### src/hw/rtl/sidm_pkg.sv
// Shared types, constants and helpers for the smoothed intensity direction meter.
// No dependencies.
package sidm_pkg;

  localparam int unsigned ONE_Q24 = 32'd16777216;
  localparam int unsigned RECIP_MAX = 32'd65536;
  localparam logic [30:0] LEVEL_MAX = 31'd1073741824;
  localparam logic signed [23:0] ONE_DIR = 24'sd4194304;
  localparam int QDEPTH_DEFAULT = 2;

  localparam logic [0:0] REG_WEIGHT = 1'b0;
  localparam logic [0:0] REG_RECIP = 1'b1;

  typedef struct packed {
    logic signed [15:0] sample;
    logic signed [23:0] src_x;
    logic signed [23:0] src_y;
    logic signed [23:0] src_z;
    logic chunk_start;
  } in_item_t;

  typedef struct packed {
    logic [30:0] level;
    logic signed [31:0] weighted_x;
    logic signed [31:0] weighted_y;
    logic signed [31:0] weighted_z;
  } out_item_t;

  // Front-to-back queue entry: squared sample plus optional new ramp target.
  typedef struct packed {
    logic [31:0] sq;
    logic chunk_start;
    logic signed [23:0] tx;
    logic signed [23:0] ty;
    logic signed [23:0] tz;
  } work_t;

endpackage

### src/hw/rtl/sidm_front.sv
// Front: accepts items, squares the sample and computes the unit target
// direction at chunk starts with a serial square root and divider. Uses sidm_pkg.
module sidm_front (
  input  logic clk,
  input  logic rst,
  input  logic in_valid,
  output logic in_ready,
  input  sidm_pkg::in_item_t in_item,
  output logic wk_valid,
  input  logic wk_ready,
  output sidm_pkg::work_t wk_item
);

  typedef enum logic [4:0] {
    S_IDLE = 5'b00001,
    S_NORM = 5'b00010,
    S_SQRT = 5'b00100,
    S_DIV  = 5'b01000,
    S_OUT  = 5'b10000
  } state_t;

  state_t state;
  sidm_pkg::in_item_t item;
  logic [1:0] idx;
  logic [65:0] n2;
  logic [65:0] rem;
  logic [32:0] root;
  logic [5:0] cnt;
  logic [54:0] dividend;
  logic [54:0] dquo;
  logic [56:0] drem;
  logic signed [23:0] tgt [3];
  logic signed [23:0] comp;
  logic [23:0] mag;
  logic [47:0] sqv;
  logic [67:0] trial;
  logic [56:0] dsh;
  logic [23:0] qclamp;

  // squared magnitude term for the selected component
  always_comb begin
    comp = (idx == 2'd0) ? item.src_x : (idx == 2'd1) ? item.src_y : item.src_z;
    mag = comp[23] ? 24'(-comp) : comp;
    sqv = 48'(mag) * 48'(mag);
    trial = {rem, n2[65:64]} - {33'd0, root, 2'b01};
    dsh = {drem[55:0], dividend[54]};
    qclamp = (dquo > 55'(sidm_pkg::ONE_DIR)) ? 24'(sidm_pkg::ONE_DIR) : dquo[23:0];
  end

  assign in_ready = (state == S_IDLE);
  assign wk_valid = (state == S_OUT);
  assign wk_item.sq = 32'(32'(item.sample) * 32'(item.sample));
  assign wk_item.chunk_start = item.chunk_start;
  assign wk_item.tx = tgt[0];
  assign wk_item.ty = tgt[1];
  assign wk_item.tz = tgt[2];

  always_ff @(posedge clk) begin
    if (rst) begin
      state <= S_IDLE;
    end else begin
      case (state)
        S_IDLE: begin
          if (in_valid) begin
            item <= in_item;
            idx <= 2'd0;
            n2 <= '0;
            state <= in_item.chunk_start ? S_NORM : S_OUT;
          end
        end
        S_NORM: begin
          // last term: scale the sum by 2^16 for the root
          n2 <= (idx == 2'd2) ? ((n2 + {18'd0, sqv}) << 16) : (n2 + {18'd0, sqv});
          if (idx == 2'd2) begin
            state <= S_SQRT;
            cnt <= 6'd0;
            rem <= '0;
            root <= '0;
          end else begin
            idx <= idx + 2'd1;
          end
        end
        S_SQRT: begin
          // isqrt of n2<<16, two bits per cycle
          if (!trial[67]) begin
            rem <= trial[65:0];
            root <= {root[31:0], 1'b1};
          end else begin
            rem <= {rem[63:0], n2[65:64]};
            root <= {root[31:0], 1'b0};
          end
          n2 <= {n2[63:0], 2'b00};
          cnt <= cnt + 6'd1;
          if (cnt == 6'd32) begin
            state <= S_DIV;
            idx <= 2'd0;
            cnt <= 6'd0;
          end
        end
        S_DIV: begin
          if (cnt == 6'd0) begin
            dividend <= ({7'd0, mag, 24'd0} << 6) + 55'(root >> 1);
            drem <= '0;
            dquo <= '0;
            cnt <= 6'd1;
          end else if (cnt <= 6'd55) begin
            if (dsh >= 57'(root)) begin
              drem <= dsh - 57'(root);
              dquo <= {dquo[53:0], 1'b1};
            end else begin
              drem <= dsh;
              dquo <= {dquo[53:0], 1'b0};
            end
            dividend <= {dividend[53:0], 1'b0};
            cnt <= cnt + 6'd1;
          end else begin
            tgt[idx] <= (root == '0) ? '0 : (comp[23] ? 24'(-qclamp) : qclamp);
            cnt <= 6'd0;
            if (idx == 2'd2) state <= S_OUT;
            else idx <= idx + 2'd1;
          end
        end
        S_OUT: begin
          if (wk_ready) state <= S_IDLE;
        end
        default: state <= S_IDLE;
      endcase
    end
  end

endmodule

### config.mk
export PLATFORM = sky130hd
export DESIGN_NAME = sidm_front
export DESIGN_NICKNAME = d
export VERILOG_FILES = /design/src/hw/rtl/sidm_pkg.sv /design/src/hw/rtl/sidm_front.sv
export SDC_FILE = /design/constraint.sdc
export NUM_CORES = 2
export LEC_CHECK = 0
export BUFFER_PORTS_ARGS = -buffer_cell sky130_fd_sc_hd__buf_2
export CORE_MARGIN = 4
export CORE_UTILIZATION = 50
export DETAILED_ROUTE_END_ITERATION = 7
export PLACE_DENSITY = 0.67
export SLEW_MARGIN = 20
export SYNTH_ARGS = -nofsm -noshare
export SYNTH_HDL_FRONTEND = slang
export SYNTH_SLANG_ARGS = --single-unit
### constraint.sdc
create_clock -name clk -period 17.1 [get_ports clk]
set_clock_uncertainty 0.1 [all_clocks]
set_input_delay 0.855 -clock clk [delete_from_list [all_inputs] [get_ports clk]]
set_output_delay 0.855 -clock clk [all_outputs]
set_load 0.01 [all_outputs]
After elaboration in Yosys (flattened, before gate mapping)
Memory sizes are Yosys's and may differ from the RTL's.
Cells that the tools add are included.
- logic and storage cells: 105
- latch bits: 0
- RAM bits: 72
- register bits after elaboration: 433
- ROM bits: 0
- memories kept: 1
- reductions and logical operators: 15
- multiplexer cells: 46
- bitwise logic cells: 1
- eq/ne operators: 15
- $mul: 2
- $add $sub $neg: 8
- magnitude comparators: 3
- shift-type cells: 0
- divide/modulo/power cells: 0
- memories (name ; depth ; bits a word ; rd ports ; clocked after memory_dff ; write ports ; RTL line ; text):
    tgt ; 3 ; 24 ; 3 ; 0 ; 1 ; sidm_front.sv:32 ; logic signed [23:0] tgt [3];
- operators with widths (kind ; number):
    $mux W66 ; 4
    $pmux W66 S3 ; 1
    $mux W55 ; 3
    $mux W24 ; 6
    $pmux W66 S2 ; 1
    $mux W56 ; 2
    $sub A68 B35 Y68 ; 1
    $add A66 B48 Y66 ; 1
    $pmux W33 S2 ; 1
    $ge A57 B33 Y1 ; 1
    $sub A56 B33 Y56 ; 1
    $add A54 B32 Y55 ; 1
    $gt A55 B23 Y1 const B ; 1
    $mul A24 B24 Y48 ; 1
    $neg A24 Y24 ; 2
    $mux W5 ; 8
    $logic_not A33 Y1 ; 1
    $mux W33 ; 1
    $mul A16 B16 Y32 ; 1
    $pmux W5 S5 ; 1
    $mux W6 ; 4
    $pmux W6 S3 ; 1
    $reduce_and A3 Y1 ; 5
    $ne A2 B2 Y1 const B ; 6
    other kinds (23) ; 35

Longest topological paths before layout
- depth after elaboration: 9
- mapped depth: 45
- depth with buffers taken out: 37

Worst setup path after synthesis
No wires, ideal clock.
- path kind: input to register
- start: input rst
- end: register dividend[0] (enable)
- slack: 3.820 ns
- arrival time: 12.285 ns
- cell stages on the path: 2
- setup time: 0.895 ns
- cells stage by stage: clkbuf_1 > nor3_1
- word-level cells in the longest chain between the ends: 2
- ends and longest elaborated chain (what ; RTL line ; text):
    start: declaration ; sidm_front.sv:5 ; input logic rst,
    $not A1 Y1 (no source line) ; - ;
    $reduce_and A3 Y1 (no source line) ; - ;
    end signal: assignment ; sidm_front.sv:102 ; dividend <= ({7'd0, mag, 24'd0} << 6) + 55'(root >> 1);
    end signal: assignment ; sidm_front.sv:114 ; dividend <= {dividend[53:0], 1'b0};
    end: declaration ; sidm_front.sv:29 ; logic [54:0] dividend;
No other way between the ends.
A chain may end at the register's enable or synchronous reset.

Worst setup path after layout
- start: register idx[1]
- end: register n2[65], data pin
- word-level cells in the longest chain between the ends: 9
- elaborated cells between the ends (all ways): 11
- those cells by class: add/sub (2); mul (1); eq/ne (2); mux (5); reduce/logical (1)
- ends and longest elaborated chain (what ; RTL line ; text):
    start: declaration ; sidm_front.sv:24 ; logic [1:0] idx;
    start signal: assignment ; sidm_front.sv:80 ; idx <= idx + 2'd1;
    start signal: assignment ; sidm_front.sv:120 ; else idx <= idx + 2'd1;
    $eq A2 B1 Y1 ; sidm_front.sv:42 ; comp = (idx == 2'd0) ? item.src_x : (idx == 2'd1) ? item.src_y : item.src_z;
    $mux W24 (2 in a row) ; sidm_front.sv:42 ;
    $neg A24 Y24 ; sidm_front.sv:43 ; mag = comp[23] ? 24'(-comp) : comp;
    $mux W24 ; sidm_front.sv:43 ;
    $mul A24 B24 Y48 ; sidm_front.sv:44 ; sqv = 48'(mag) * 48'(mag);
    $add A66 B48 Y66 ; sidm_front.sv:73 ; n2 <= (idx == 2'd2) ? ((n2 + {18'd0, sqv}) << 16) : (n2 + {18'd0, sqv});
    $mux W66 (*) ; sidm_front.sv:73 ;
    $pmux W66 S3 (*) ; sidm_front.sv:62 ; case (state)
    end signal: assignment ; sidm_front.sv:73 ;
    end signal: assignment ; sidm_front.sv:92 ; n2 <= {n2[63:0], 2'b00};
    end: declaration ; sidm_front.sv:25 ; logic [65:0] n2;
Every way passes the cells marked *; elsewhere a longest branch is shown, timed or not.

==> results.json <==
{
  "holdPathEnd": "item[46]",
  "start_kind": "flop",
  "start_util_pct": 50.30,
  "setup_viol": 0,
  "rsz0062_at_grt": "no",
  "ant_nets": 0,
  "slew_headroom_pct": 21.45,
  "drt_iter0_markers": 3145,
  "cts_buffers": 59,
  "synth_largest_area_cell": "edfxtp_1",
  "finalCritPeriodShare_pct": 76.40,
  "insertion_delay_ns": 0.70,
  "r2r-end": "n2[65]",
  "hpwl_um": 112000,
  "overflow": 0,
  "final_cell_mix": "1029 x inv_1, 717 x fa_1, 563 x nand2_1",
  "cts_num_sinks": 505,
  "synthesis.area_um2": 53780,
  "finalCriticalPeriod_ns": 13.06,
  "postRouteWirelength_um": 143400,
  "maxUsedRoutingLayer": "met5",
  "wl_per_cell_um": 20.37,
  "synth-seq-area-share_pct": 28.11,
  "worstMarginPinSlew_ns": 1.176,
  "cap_violations": 0,
  "path_class": "flop to flop",
  "synth.area.top_cells": "edfxtp_1 28%, fa_1 27%, ha_1 7.7%",
  "hold_path.class": "primary input to flop",
  "synth_cell_types": 102,
  "syn2layout_area_growth_pct": 8.423,
  "cp_max_fo": 25,
  "cp_slowest_cell": "clkinv_1",
  "synth_edf_count": 500,
  "rrSetupSlack_ns": 4.04,
  "portBuffers": 198,
  "worstPathRequired_ns": 17.45,
  "coreArea_um2": 106900,
  "final-hold-violation-count": 0,
  "yosysWarnings": 0,
  "grt_max_degree": 165,
  "synth_cells": 5457,
  "clockBufferDepth": 3,
  "cts_tree": "done",
  "num_io_pins": 200,
  "synth_area_per_cell_um2": 9.854,
  "grt_pass1_wl_um": 226800,
  "tns_ns": 0,
  "layout.nets": 6729,
  "dr.pass1.iters": 5,
  "cts.repair.resized": 0,
  "die_x_um": 336.0,
  "ys_seq_elements": 505,
  "post_cts_buffers": 0,
  "crit_top_cell": "inv_1",
  "yosysTopAreaCellShare_pct": 27.92,
  "grt_pass1_vias": 40180,
  "grtUsageTotal_pct": 25.66,
  "r2r_start": "idx[1]",
  "cp.arrival_ns": 13.41,
  "die-area_um2": 112900,
  "htree_levels": 2,
  "avgViaCountPerCell": 5.601,
  "hold_depth": 1,
  "clkTransAtPathRegs_ns": 0.07,
  "max_freq_ghz": 0.07655,
  "die_h_um": 336.0,
  "antenna_found_initial": 4,
  "cts_root_buf": "clkbuf_16",
  "std_cell_rows": 120,
  "slew_violations": 0,
  "critPathMaxStageDelay_ns": 0.90,
  "r2r_cells": 37,
  "wl_met3_um": 11870,
  "outcome": "finished, final reports clean",
  "drive_gt1_share_pct": 7.900,
  "wl_met1_um": 60820,
  "num_vias": 39420,
  "post-route-drc-count": 0,
  "routed-wl-met2_um": 66000,
  "synthArstFlopShare_pct": 0,
  "ys.flop_type": "edfxtp_1",
  "cts_hold_buf": 0,
  "end_kind": "flop",
  "layout_commonest_cell": "inv_1",
  "gp_congestion": 0.9650,
  "hp-start": "in_item[46]"
}
## worst max-delay path, delay by kind of cell, from the launching register on
family,cells,cell delay (ns)
compound gates,10,2.85
simple gates,3,0.74
xor+xnor,2,0.76
mux,1,0.30
flops,1,0.39
fa+ha+maj,10,5.32
buf+inv,11,2.32
## cells in the mapped netlist (12+ instances only)
cell,n
and2_1,128
o31ai_1,22
nand3_1,81
nand2b_1,30
nor2b_1,20
nor3b_1,17
nand2_1,563
a211oi_1,27
fa_1,717
nand3b_1,15
buf_2,17
nand4_1,40
xor2_1,92
and3_1,33
o21bai_1,17
a221o_1,13
o22ai_1,12
a21o_1,88
o21a_1,42
or4_1,14
xnor2_1,147
ha_1,331
nor4_1,49
o211ai_1,12
a31oi_1,31
mux2i_1,41
nor2_1,372
inv_1,1029
a22o_1,14
edfxtp_1,500
a21oi_1,260
nor3_1,59
or3_1,37
o21ai_0,185
clkbuf_1,166
## sequential cells by signal (all words and copies together) (netlist names)
| name | count |
|---|---|
| cnt | 6 |
| dividend | 55 |
| dquo | 55 |
| drem | 56 |
| idx | 2 |
| item | 88 |
| n2 | 66 |
| rem | 66 |
| root | 33 |
| state | 5 |
| tgt | 72 |
| wk_item | 1 |
## cell families (layout without fill, tap and decap cells)
family | count (synthesis) | in the layout | synth area share, %
compound gates | 839 | 839 | 9.951
xor+xnor | 243 | 243 | 4.035
fa+ha+maj | 1048 | 1048 | 34.39
buf+inv | 1249 | 1406 | 8.890
flops | 505 | 505 | 28.11
mux | 57 | 57 | 1.182
other cells | 2 | 22 | 0.01397
simple gates | 1514 | 1514 | 13.43
## final cells by class
type / instances / area, um2
antenna: 1 / 2.502
clock buffer: 65 / 1499
clock inverter: 41 / 466.7
fill: 9488 / 48600
inverter: 1043 / 3915
multi-input combinational: 3722 / 34110
sequential: 505 / 15110
tap: 1403 / 1755
timing repair buffer: 257 / 1446
## worst max-delay path by stage
stage	from	end	slack [ns]	cells past startpoint
2_1_floorplan	rst	dividend[0]	3.82	2
3_3_place_gp	idx[1]	n2[65]	4.44	31
3_5_place_dp	idx[1]	n2[65]	4.22	34
4_1_cts	idx[1]	n2[61]	4.16	34
5_1_grt	idx[1]	n2[55]	3.24	37
6_report	idx[1]	n2[65]	4.04	37
## metrics by stage
step	std cells	instance area, um2	hold WS [ns]	setup WS, ns	utilization [%]
finish	7037	58300	0.2320	4.036	54.54
global route	7036	58300	0.1983	3.245	54.54
CTS	7036	58300	0.1907	4.160	54.54
detailed placement	6930	56340	0.4101	4.221	52.70
global placement	6930	56330	0.3989	4.445	52.69
floorplan	5476	53850	0.3836	3.820	-
## layer usage
layer	global-route usage, %	up-vias
met5	0	-
met4	7.577	4
met3	5.423	271
met2	41.31	1470
met1	35.26	19550
li1	-	18120
Power is not shown: default switching activity piles up to over one toggle a cycle in this logic, so the estimate is an artifact.
