`src/hw/rtl/sidm_pkg.sv`:
```
// Shared types, constants and helpers for the smoothed intensity direction meter.
// No dependencies.
package sidm_pkg;

  localparam int unsigned ONE_Q24 = 32'd16777216;
  localparam int unsigned RECIP_MAX = 32'd65536;
  localparam logic [30:0] LEVEL_MAX = 31'd1073741824;
  localparam logic signed [23:0] ONE_DIR = 24'sd4194304;
  localparam int QDEPTH_DEFAULT = 2;

  localparam logic [0:0] REG_WEIGHT = 1'b0;
  localparam logic [0:0] REG_RECIP = 1'b1;

  typedef struct packed {
    logic signed [15:0] sample;
    logic signed [23:0] src_x;
    logic signed [23:0] src_y;
    logic signed [23:0] src_z;
    logic chunk_start;
  } in_item_t;

  typedef struct packed {
    logic [30:0] level;
    logic signed [31:0] weighted_x;
    logic signed [31:0] weighted_y;
    logic signed [31:0] weighted_z;
  } out_item_t;

  // Front-to-back queue entry: squared sample plus optional new ramp target.
  typedef struct packed {
    logic [31:0] sq;
    logic chunk_start;
    logic signed [23:0] tx;
    logic signed [23:0] ty;
    logic signed [23:0] tz;
  } work_t;

endpackage

```
`src/hw/rtl/sidm_queue.sv`:
```
// Short FIFO between front and back. Uses sidm_pkg.
module sidm_queue #(
  parameter int DEPTH = sidm_pkg::QDEPTH_DEFAULT
) (
  input  logic clk,
  input  logic rst,
  input  logic push,
  output logic full,
  input  sidm_pkg::work_t din,
  input  logic pop,
  output logic empty,
  output sidm_pkg::work_t dout
);

  localparam int AW = (DEPTH > 1) ? $clog2(DEPTH) : 1;
  sidm_pkg::work_t mem [DEPTH];
  logic [AW-1:0] wp, rp;
  logic [AW:0] count;

  assign full = (count == (AW+1)'(DEPTH));
  assign empty = (count == '0);
  assign dout = mem[rp];

  always_ff @(posedge clk) begin
    if (push && !full) mem[wp] <= din;
    if (rst) begin
      wp <= '0;
      rp <= '0;
      count <= '0;
    end else begin
      if (push && !full) wp <= (wp == AW'(DEPTH - 1)) ? '0 : wp + AW'(1);
      if (pop && !empty) rp <= (rp == AW'(DEPTH - 1)) ? '0 : rp + AW'(1);
      count <= count + (AW+1)'(push && !full) - (AW+1)'(pop && !empty);
    end
  end

`ifndef SYNTHESIS
  a_cnt: assert property (@(posedge clk) disable iff (rst) count <= (AW+1)'(DEPTH))
    else $error("queue overflow");
  a_emp: assert property (@(posedge clk) disable iff (rst)
    (empty && !push) |=> empty) else $error("queue grew without push");
  a_full: assert property (@(posedge clk) disable iff (rst)
    (full && !pop) |=> full) else $error("queue shrank without pop");
`endif

endmodule

```
`config.mk`:
```
export PLATFORM = sky130hd
export DESIGN_NAME = sidm_queue
export DESIGN_NICKNAME = d
export VERILOG_FILES = /design/src/hw/rtl/sidm_pkg.sv /design/src/hw/rtl/sidm_queue.sv
export SDC_FILE = /design/constraint.sdc
export NUM_CORES = 1
export LEC_CHECK = 0
export ABC_AREA = 1
export ABC_CLOCK_PERIOD_IN_PS = 6500
export BUFFER_PORTS_ARGS = -buffer_cell sky130_fd_sc_hd__buf_2
export CAP_MARGIN = 10
export CORE_MARGIN = 2
export CORE_UTILIZATION = 47
export CTS_CLUSTER_SIZE = 40
export DETAILED_ROUTE_END_ITERATION = 7
export PLACE_DENSITY_LB_ADDON = 0.3
export SYNTH_ARGS = -nofsm -noshare
export SYNTH_HDL_FRONTEND = slang
export SYNTH_SLANG_ARGS = --single-unit
```
`constraint.sdc`:
```
create_clock -name clk -period 6.5 [get_ports clk]
set_input_delay 1.3 -clock clk [delete_from_list [all_inputs] [get_ports clk]]
set_output_delay 1.3 -clock clk [all_outputs]
set_load 0.005 [all_outputs]
```
Word-level counts from Yosys, hierarchy flattened
Memory sizes are Yosys's and may differ from the RTL's. A register that Yosys moved wholly into a read port is not among the register bits.
Index checks and enable logic that the tools add are counted.
{"block": "totals", "ram_bits": 210, "memories": 1, "reg_bits": 4}
{"name": "mem", "words": 2, "width": 105, "rd": 1, "rd_ports_with_merged_regs": 1, "wr": 1, "line_no": "sidm_queue.sv:16", "text": "sidm_pkg::work_t mem [DEPTH];"}
{"block": "op_classes", "reduce_logical": 5, "mux": 6, "n_eq_ne": 1, "n_addsub": 4}
{"cell": "2-to-1 mux 1 bit", "count": 6}
{"cell": "adder 1 bit (second input constant)", "count": 2}
{"cell": "adder 2 x 1 -> 2 bit", "count": 1}
{"cell": "== test 2 bit (second input constant)", "count": 1}
{"cell": "logical AND 1 bit", "count": 2}
{"cell": "logical NOT 1 bit", "count": 2}
{"cell": "logical NOT 2 bit", "count": 1}
{"cell": "subtractor 2 x 1 -> 2 bit", "count": 1}

Logic depth before layout (Yosys ltp)
Gate-level depths: netlist of the first run.
{"block": "depth", "word_depth": 5, "mapped_depth": 11, "ltp_nobuf": 11}

Least setup slack after synthesis of the first run
OpenSTA, ideal clock, no wires.
{"block": "synth_timing", "path_type": "input-to-reg", "from": "in push", "to": "mem mem[0][0] (netlist name) (enable)", "t_required_ps": 5931, "path_slack_ps": 194, "path_buffers": 0, "setup_ps": 569, "path_stages": 2, "t_arrival_ps": 5737, "cell_sequence": "nand2_1 -> nor2_1"}
{"block": "synth_via", "elab_chain_len": 3}
{"item": "from (decl)", "line_no": "sidm_queue.sv:7", "text": "input logic push,"}
{"item": "logical AND 1 bit", "line_no": "sidm_queue.sv:25", "text": "if (push && !full) mem[wp] <= din;"}
{"item": "2-to-1 mux 1 bit", "line_no": "sidm_queue.sv:25"}
{"item": "2-to-1 mux 1 bit (implied by the code)", "line_no": "sidm_queue.sv:25"}
{"item": "to (decl)", "line_no": "sidm_queue.sv:16"}
No other way between the ends.

==> out/metrics.json, run 1 <==
{
  "outcome": "complete, no violations",
  "ys_seq_elements": 215,
  "timing.hold.ws_ns": 0.542,
  "clock_skew_ns": 0.00497,
  "fp.dieW_um": 135,
  "final_cell_mix": "sky130_fd_sc_hd__buf_2 (215), sky130_fd_sc_hd__edfxtp_1 (210), sky130_fd_sc_hd__mux2_2 (55)",
  "p_per_area_nw_per_um2": 385,
  "slew_violations": 0,
  "layout-area-overhead-vs-synth_pct": 24.1,
  "synth.net_count": 477,
  "drcViolationCount": 0,
  "ir_drop_v": 0.000285,
  "place_congestion": 0.695,
  "finalNetCount": 708,
  "yosysSeqAreaShare_pct": 79.3,
  "fin_crit_sh_pct": 61.8,
  "root_buffer": "sky130_fd_sc_hd__clkbuf_16",
  "hold_viol_final": 0,
  "path_delay_family": "flip-flops",
  "initial_core_util_pct": 48.4,
  "most_frequent_standard_cell_in_the_layout_excluding_fill_and_tap_cells": "sky130_fd_sc_hd__buf_2",
  "yosys_warnings": 0,
  "drt_pass1_iterations": 4,
  "synth.lib_cells_used.distinct": 14,
  "cts-hold-fix-buffers": 0,
  "type_of_the_setup_path_with_the_least_slack": "flop to primary output",
  "numPortBuffers": 215,
  "worstPathBufferInverterCount": 2,
  "slew_headroom_pct": 28.5,
  "clock_path_buffers": 3,
  "grtUsageTotal_pct": 15.5,
  "dp_hpwl_mm": 9.57,
  "post_cts.repair.setup_buffers": 0,
  "totalNegativeSetupSlack_ns": 0,
  "overflow": 0,
  "worst_ep_arrival_time_ns": 2.71,
  "num_io_pins": 216,
  "p_leak_nw": 3.89,
  "post_cts_resized": 0,
  "cts_bufs_inserted": 22,
  "power_mw": 3.86,
  "cts_max_level": 1,
  "vias_per_cell": 4.90,
  "n_fill_cell": 1252,
  "timing.final.crit_period_ns": 4.01,
  "design.core.area_um2": 16700,
  "dieArea_um2": 18300,
  "path_cells": "buf_4 -> mux2_2 -> buf_2",
  "worstMarginPinSlew_ns": 1.07,
  "antenna_violating_nets_post_route": 0,
  "report.final.setup_viol": 0,
  "timing.critical_path.slowest_stage_cell": "sky130_fd_sc_hd__dfxtp_4",
  "clock_sinks": 215,
  "netlist_instances": 366,
  "grt_pass1_vias": 4378,
  "delay_of_the_slowest_cell_on_the_worst_path_ns": 1.05,
  "required_worst_endpoint_ns": 5.20,
  "synthesis.area_um2": 8080,
  "placement_rows": 47,
  "dr_total_vias": 4083,
  "finalWirelength_mm": 14.3,
  "insertedDiodeCount": 0,
  "chipHeight_um": 135,
  "worstPathMaxFanout": 74,
  "timing.critical_path.to_type": "primary output",
  "first_iter_violations": 171,
  "cap_violations": 0,
  "clock_latency_ns": 0.49,
  "critPathLaunchType": "flop",
  "worst_hold_path_type": "flop to flop",
  "cts_tree": "built",
  "avg_wl_per_cell_um": 17.2,
  "achievable-frequency_mhz": 249,
  "post_synth.cell_area_avg_um2": 22.1,
  "grt_max_degree": 75,
  "drive_above_1_share_pct": 58.7,
  "initial_antenna_violation_count": 1,
  "unrepaired_setup_endpoints_after_global_routing": "false",
  "grt_pass1_wl_mm": 22.1,
  "cts.reportedPaths.clkPinSlew_ns": 0.06
}
[sequential cells by signal (all words and copies together) (netlist names), named ones only]
name   flops
wp         1
mem      210
rp         1
count      2
[synthesized netlist by cell type]
| cell | count | area, um2 |
|---|---|---|
| sky130_fd_sc_hd__inv_1 | 10 | 37.5 |
| sky130_fd_sc_hd__mux2_4 | 50 | 751 |
| sky130_fd_sc_hd__buf_6 | 1 | 11.3 |
| sky130_fd_sc_hd__ha_1 | 2 | 25.0 |
| sky130_fd_sc_hd__nand3_1 | 3 | 15.0 |
| sky130_fd_sc_hd__nand2_1 | 8 | 30.0 |
| sky130_fd_sc_hd__edfxtp_1 | 210 | 6310 |
| sky130_fd_sc_hd__buf_12 | 5 | 100 |
| sky130_fd_sc_hd__buf_2 | 5 | 25.0 |
| sky130_fd_sc_hd__dfxtp_1 | 5 | 100 |
| sky130_fd_sc_hd__buf_8 | 1 | 15.0 |
| sky130_fd_sc_hd__nor2_1 | 9 | 33.8 |
| sky130_fd_sc_hd__a21oi_1 | 2 | 10.0 |
| sky130_fd_sc_hd__mux2_2 | 55 | 619 |
[worst min-delay path, stage by stage (launching register included)]
cell	delay (ns)
sky130_fd_sc_hd__dfxtp_1	0.35
sky130_fd_sc_hd__nor2_1	0.07
sky130_fd_sc_hd__nor2_1	0.09
[per-layer routing]
layer / wire (um) / vias up / global-route usage [%]
met4: 245 / 0 / 4.51
met5: 0 / - / 0
met2: 6850 / 194 / 26.5
met3: 1540 / 21 / 5.44
met1: 5700 / 1980 / 18.5
li1: - / 1888 / -
[report_power, final]
part	switching (mW)	total [mW]	internal, mW
combinational	0.353	0.790	0.437
clock	0.479	1.20	0.726
sequential	0.106	1.87	1.76
total	0.938	3.86	2.92
[kinds of logic after synthesis]
family | Yosys count | share of synthesized area, %
compound gates | 2 | 0.124
fa+ha+maj | 2 | 0.310
buf+inv | 22 | 2.34
flops | 215 | 79.3
mux | 105 | 17.0
simple gates | 20 | 0.976
[metrics by stage]
stage | cell area [um2] | utilization, % | setup slack (ns) | cells
after global placement | 9320 | 55.8 | 2.97 | 793
final | 10000 | 60.0 | 2.49 | 833
after CTS | 10000 | 60.0 | 2.40 | 833
after detailed placement | 9320 | 55.8 | 2.94 | 793
after global routing | 10000 | 60.0 | 2.30 | 833
after floorplan | 8080 | - | 0.194 | 366
[layout make-up]
type / instances / area (um2) / share of cell area [%]
clock inverters: 12 / 108 / 1.07
inverters: 10 / 40.0 / 0.399
multi-input cells: 129 / 1490 / 14.9
clock buffers: 28 / 594 / 5.93
well taps: 220 / 275 / 2.75
repair buffers: 219 / 1110 / 11.0
flip-flops and latches: 215 / 6410 / 63.9
[path summary, 6_finish.rpt]
| kind | from | to | slack [ns] | depth (start not counted) |
|---|---|---|---|---|
| worst max-delay path | flop | dout[98] | 2.49 | 3 |
| worst min-delay path | rp$_SDFFE_PP0P_ | flop | 0.54 | 2 |
| worst max register to register | count[0]$_SDFF_PP0_ | mem[1][65]$_DFFE_PP_ | 4.16 | 5 |
| worst min register to register | rp$_SDFFE_PP0P_ | flop | 0.54 | 2 |
(Power assumes the default switching activity.)
==> run 2, diff against run 1 <==
Settings changed: ABC_CLOCK_PERIOD_IN_PS 6500 to 4000, CORE_UTILIZATION 47 to 52.
Clock period 6.5 ns to 4 ns, I/O delays scaled along.
==> out/metrics.json, run 2 (same netlist as run 1, synthesis figures left out) <==
{
  "outcome": "complete, no violations",
  "unrepaired_setup_endpoints_after_global_routing": "false",
  "p_leak_nw": 3.89,
  "timing.critical_path.slowest_stage_cell": "sky130_fd_sc_hd__dfxtp_4",
  "largest_register_ffs": 210,
  "num_io_pins": 216,
  "cts_tree": "built",
  "timing.hold.ws_ns": 0.479,
  "drcViolationCount": 0,
  "totalNegativeSetupSlack_ns": 0,
  "worstMarginPinSlew_ns": 0.750,
  "numPortBuffers": 215,
  "design.core.area_um2": 15200,
  "cap_violations": 0,
  "pwr-share-seq_pct": 47.7,
  "antenna_violating_nets_post_route": 0,
  "post_cts.repair.setup_buffers": 0,
  "largestRegisters": "mem x210, count x2",
  "grt_pass1_vias": 4267,
  "finalNetCount": 709,
  "achievable-frequency_mhz": 328,
  "fp.dieW_um": 129,
  "report.final.setup_viol": 0,
  "share_comb_of_total_power_pct": 21.1,
  "path_delay_family": "flip-flops",
  "dieArea_um2": 16500,
  "ir_drop_v": 0.000449,
  "regMostFlops": "mem",
  "path_cells": "buf_12 -> mux2_2 -> buf_2",
  "dp_hpwl_mm": 9.30,
  "clock_skew_ns": 0.00757,
  "cts_bufs_inserted": 22,
  "dp_cells": 762,
  "layout-area-overhead-vs-synth_pct": 24.2,
  "fin_crit_sh_pct": 76.2,
  "worst_hold_path_type": "input pin to flop",
  "clock_sinks": 215,
  "timing.critical_path.to_type": "primary output",
  "final_cell_mix": "sky130_fd_sc_hd__buf_2 (215), sky130_fd_sc_hd__edfxtp_1 (210), sky130_fd_sc_hd__mux2_2 (55)",
  "netSwitchingFraction_pct": 24.3,
  "cts.reportedPaths.clkPinSlew_ns": 0.06,
  "delay_of_the_slowest_cell_on_the_worst_path_ns": 0.82,
  "cts_max_level": 1,
  "timing.final.crit_period_ns": 3.05,
  "first_iter_violations": 224,
  "clock_latency_ns": 0.49,
  "worstPathBufferInverterCount": 2,
  "p_sw_mw": 1.53,
  "hold_viol_final": 0,
  "critPathLaunchType": "flop",
  "dr_total_vias": 4087,
  "worst_ep_arrival_time_ns": 2.25,
  "post_cts_resized": 0,
  "root_buffer": "sky130_fd_sc_hd__clkbuf_16",
  "avg_wl_per_cell_um": 17.8,
  "overflow": 0,
  "finalWirelength_mm": 14.3,
  "power_report.internal_total_mw": 4.77,
  "required_worst_endpoint_ns": 3.20,
  "cts-hold-fix-buffers": 0,
  "clock_path_buffers": 3,
  "share_clk_of_total_power_pct": 31.2,
  "slew_headroom_pct": 50.0,
  "drt_pass1_iterations": 4,
  "final-instance-count-excl-fill": 802,
  "worstPathMaxFanout": 46,
  "place_congestion": 0.727,
  "slew_violations": 0,
  "initial_core_util_pct": 53.1,
  "initial_antenna_violation_count": 2,
  "chipHeight_um": 129,
  "vias_per_cell": 5.10,
  "grt_max_degree": 106,
  "drive_above_1_share_pct": 58.6,
  "placement_rows": 45,
  "p_per_area_nw_per_um2": 628,
  "postLayoutCoreUtil_pct": 66.0,
  "type_of_the_setup_path_with_the_least_slack": "flop to primary output",
  "grt_pass1_wl_mm": 21.1,
  "grtUsageTotal_pct": 16.5,
  "most_frequent_standard_cell_in_the_layout_excluding_fill_and_tap_cells": "sky130_fd_sc_hd__buf_2"
}
-- run 2: power by group through the flow --
stage / Clock [mW] / Sequential, mW / Combinational (mW)
5_1_grt: 2.10 / 3.04 / 1.46
4_1_cts: 2.02 / 3.01 / 1.36
6_report: 1.96 / 3.00 / 1.33
2_1_floorplan: 0 / 2.98 / 0.932
3_5_place_dp: 0 / 3.06 / 1.35
3_3_place_gp: 0 / 3.04 / 1.33
-- run 2: worst reg2reg max path: stages (launching register included) --
cell                      delay [ns]
sky130_fd_sc_hd__dfxtp_1        0.35
sky130_fd_sc_hd__inv_1          0.07
sky130_fd_sc_hd__nand2_1        0.12
sky130_fd_sc_hd__nand3_1        0.16
sky130_fd_sc_hd__inv_4          0.48
sky130_fd_sc_hd__buf_12         0.43
-- run 2: final timing paths --
path                                     startpoint                   end  slack [ns]  cells past startpoint
worst max-delay path                           flop              dout[25]        0.95                      3
worst min-delay path                            rst   count[0]$_SDFF_PP0_        0.48                      2
worst max register to register  count[0]$_SDFF_PP0_  mem[1][39]$_DFFE_PP_        2.02                      5
worst min register to register      rp$_SDFFE_PP0P_                  flop        0.54                      2
-- run 2: cell type report --
| class | instances | area [um2] |
|---|---|---|
| sequential | 215 | 6410 |
| fill | 1073 | 5170 |
| multi-input combinational | 129 | 1490 |
| timing repair buffer | 220 | 1150 |
| clock buffer | 28 | 594 |
| tap | 188 | 235 |
| clock inverter | 11 | 106 |
| inverter | 10 | 40.0 |
| antenna | 1 | 2.50 |
-- run 2: metal layers --
layer,global-route usage (%),vias up,share of wire (%)
met3,5.11,27,9.0
met4,5.05,0,2.3
met2,28.1,166,49
met5,0,-,0
met1,20.4,1996,39
li1,-,1898,-
-- run 2: through the flow --
stage / worst slack, ns / instance area (um2) / total power, mW
floorplan: 0.606 / 8090 / 3.91
detailed placement: 1.44 / 9330 / 4.41
finish: 0.953 / 10000 / 6.30
global placement: 1.44 / 9330 / 4.37
global route: 0.861 / 10000 / 6.59
CTS: 0.904 / 10000 / 6.38
==> run 3, diff against run 2 <==
Settings changed: ABC_CLOCK_PERIOD_IN_PS 4000 to 2400, CORE_UTILIZATION 52 to 47.
Clock period 4 ns to 2.4 ns, I/O delays scaled along.
==> out/metrics.json, run 3 (same netlist as run 1, synthesis figures left out) <==
{
  "num_io_pins": 216,
  "drt_pass1_iterations": 4,
  "power_mw": 10.6,
  "first_iter_violations": 195,
  "critPathLaunchType": "flop",
  "totalNegativeSetupSlack_ns": 0,
  "worstMarginPinSlew_ns": 0.427,
  "most_frequent_standard_cell_in_the_layout_excluding_fill_and_tap_cells": "sky130_fd_sc_hd__buf_2",
  "clock_sinks": 215,
  "fp.dieW_um": 135,
  "type_of_the_setup_path_with_the_least_slack": "flop to primary output",
  "grt_max_degree": 47,
  "gr-usage-met1_pct": 18.9,
  "post_cts.repair.setup_buffers": 1,
  "dieArea_um2": 18300,
  "grt_pass1_vias": 4435,
  "reg2reg_depth": 4,
  "final_design_area_no_fill_um2": 10200,
  "outcome": "complete, no violations",
  "final_cell_mix": "sky130_fd_sc_hd__buf_2 (215), sky130_fd_sc_hd__edfxtp_1 (210), sky130_fd_sc_hd__mux2_2 (55)",
  "largestRegisters": "mem x210, count x2",
  "p_leak_nw": 3.93,
  "chipHeight_um": 135,
  "largest_register_ffs": 210,
  "achievable-frequency_mhz": 444,
  "ir_drop_v": 0.000683,
  "avg_wl_per_cell_um": 17.3,
  "initial_antenna_violation_count": 0,
  "timing.critical_path.to_type": "primary output",
  "post_cts_resized": 0,
  "timing.final.crit_period_ns": 2.25,
  "met2_usage_pct": 26.3,
  "finalWirelength_mm": 14.5,
  "n_fill_cell": 1251,
  "antenna_violating_nets_post_route": 0,
  "delay_of_the_slowest_cell_on_the_worst_path_ns": 0.50,
  "clock_skew_ns": 0.00580,
  "overflow": 0,
  "global_route.usage.met3_pct": 5.63,
  "design.core.area_um2": 16700,
  "cts.reportedPaths.clkPinSlew_ns": 0.06,
  "path_cells": "buf_4 -> mux2_2 -> buf_2",
  "slew_headroom_pct": 71.4,
  "dp_hpwl_mm": 9.59,
  "worst_ep_arrival_time_ns": 1.77,
  "report.final.setup_viol": 0,
  "numPortBuffers": 215,
  "root_buffer": "sky130_fd_sc_hd__clkbuf_16",
  "hold_viol_final": 0,
  "fin_crit_sh_pct": 93.8,
  "grt-busiest-layer": "met2",
  "dr_total_vias": 4100,
  "place_congestion": 0.684,
  "insertedDiodeCount": 0,
  "required_worst_endpoint_ns": 1.92,
  "cts_max_level": 1,
  "clock_path_buffers": 3,
  "drcViolationCount": 0,
  "post_dp_cell_area_um2": 9490,
  "slew_violations": 0,
  "finalNetCount": 715,
  "initial_core_util_pct": 48.4,
  "p_per_area_nw_per_um2": 1040,
  "cts-hold-fix-buffers": 0,
  "drive_above_1_share_pct": 59.5,
  "placement_rows": 47,
  "regMostFlops": "mem",
  "layout-area-overhead-vs-synth_pct": 26.2,
  "cts_bufs_inserted": 23,
  "grtUsageTotal_pct": 15.5,
  "cap_violations": 0,
  "vias_per_cell": 4.90,
  "worstPathMaxFanout": 14,
  "grt_pass1_wl_mm": 22.0,
  "cts_tree": "built",
  "clock_latency_ns": 0.49,
  "min_path_cells": 2,
  "timing.critical_path.slowest_stage_cell": "sky130_fd_sc_hd__dfxtp_4",
  "worst_hold_path_type": "input pin to flop",
  "unrepaired_setup_endpoints_after_global_routing": "false"
}
==> run 3: worst paths after layout <==
path | startpoint | endpoint | slack (ns)
max reg2reg | count[1]$_SDFF_PP0_ | mem[1][63]$_DFFE_PP_ | 0.77
max | flop | dout[25] | 0.15
min reg2reg | rp$_SDFFE_PP0P_ | rp$_SDFFE_PP0P_ | 0.53
min | rst | count[0]$_SDFF_PP0_ | 0.16
==> run 3: per-stage QoR <==
step | worst slack (ns) | hold slack (ns) | cells | util, %
after floorplan | -0.0927 | 0.467 | 366 | -
after global placement | 0.549 | 0.485 | 798 | 56.8
after detailed placement | 0.518 | 0.503 | 798 | 56.8
after CTS | 0.103 | 0.142 | 837 | 61.1
after global routing | 0.0746 | 0.148 | 837 | 61.1
final | 0.148 | 0.157 | 837 | 61.1
==> run 3: area by class of cell <==
type                    count  area (um2)  share of cell area [%]
clock buffers              30         602                    5.90
clock inverters             8        92.6                   0.908
inverters                  10        41.3                   0.405
multi-input cells         129        1520                    14.9
flip-flops and latches    215        6410                    62.9
well taps                 220         275                    2.70
repair buffers            225        1250                    12.3
==> run 3: report_power, final <==
group	internal, mW	switching [mW]	leakage [nW]
clock	1.97	1.29	0.331
combinational	1.31	1.14	1.60
sequential	4.76	0.166	2.00
total	8.04	2.60	3.93
==> run 3: routing by layer <==
metal | vias up | share of wire, %
li1 | 1908 | -
met1 | 2007 | 40
met2 | 167 | 48
met3 | 18 | 10
met4 | 0 | 1.4
met5 | - | 0
==> run 3: critical path: cells and delay by family (launching register included) <==
| kind | cells | cell delay (ns) |
|---|---|---|
| DFF | 1 | 0.50 |
| buffers and inverters | 2 | 0.43 |
| muxes | 1 | 0.36 |
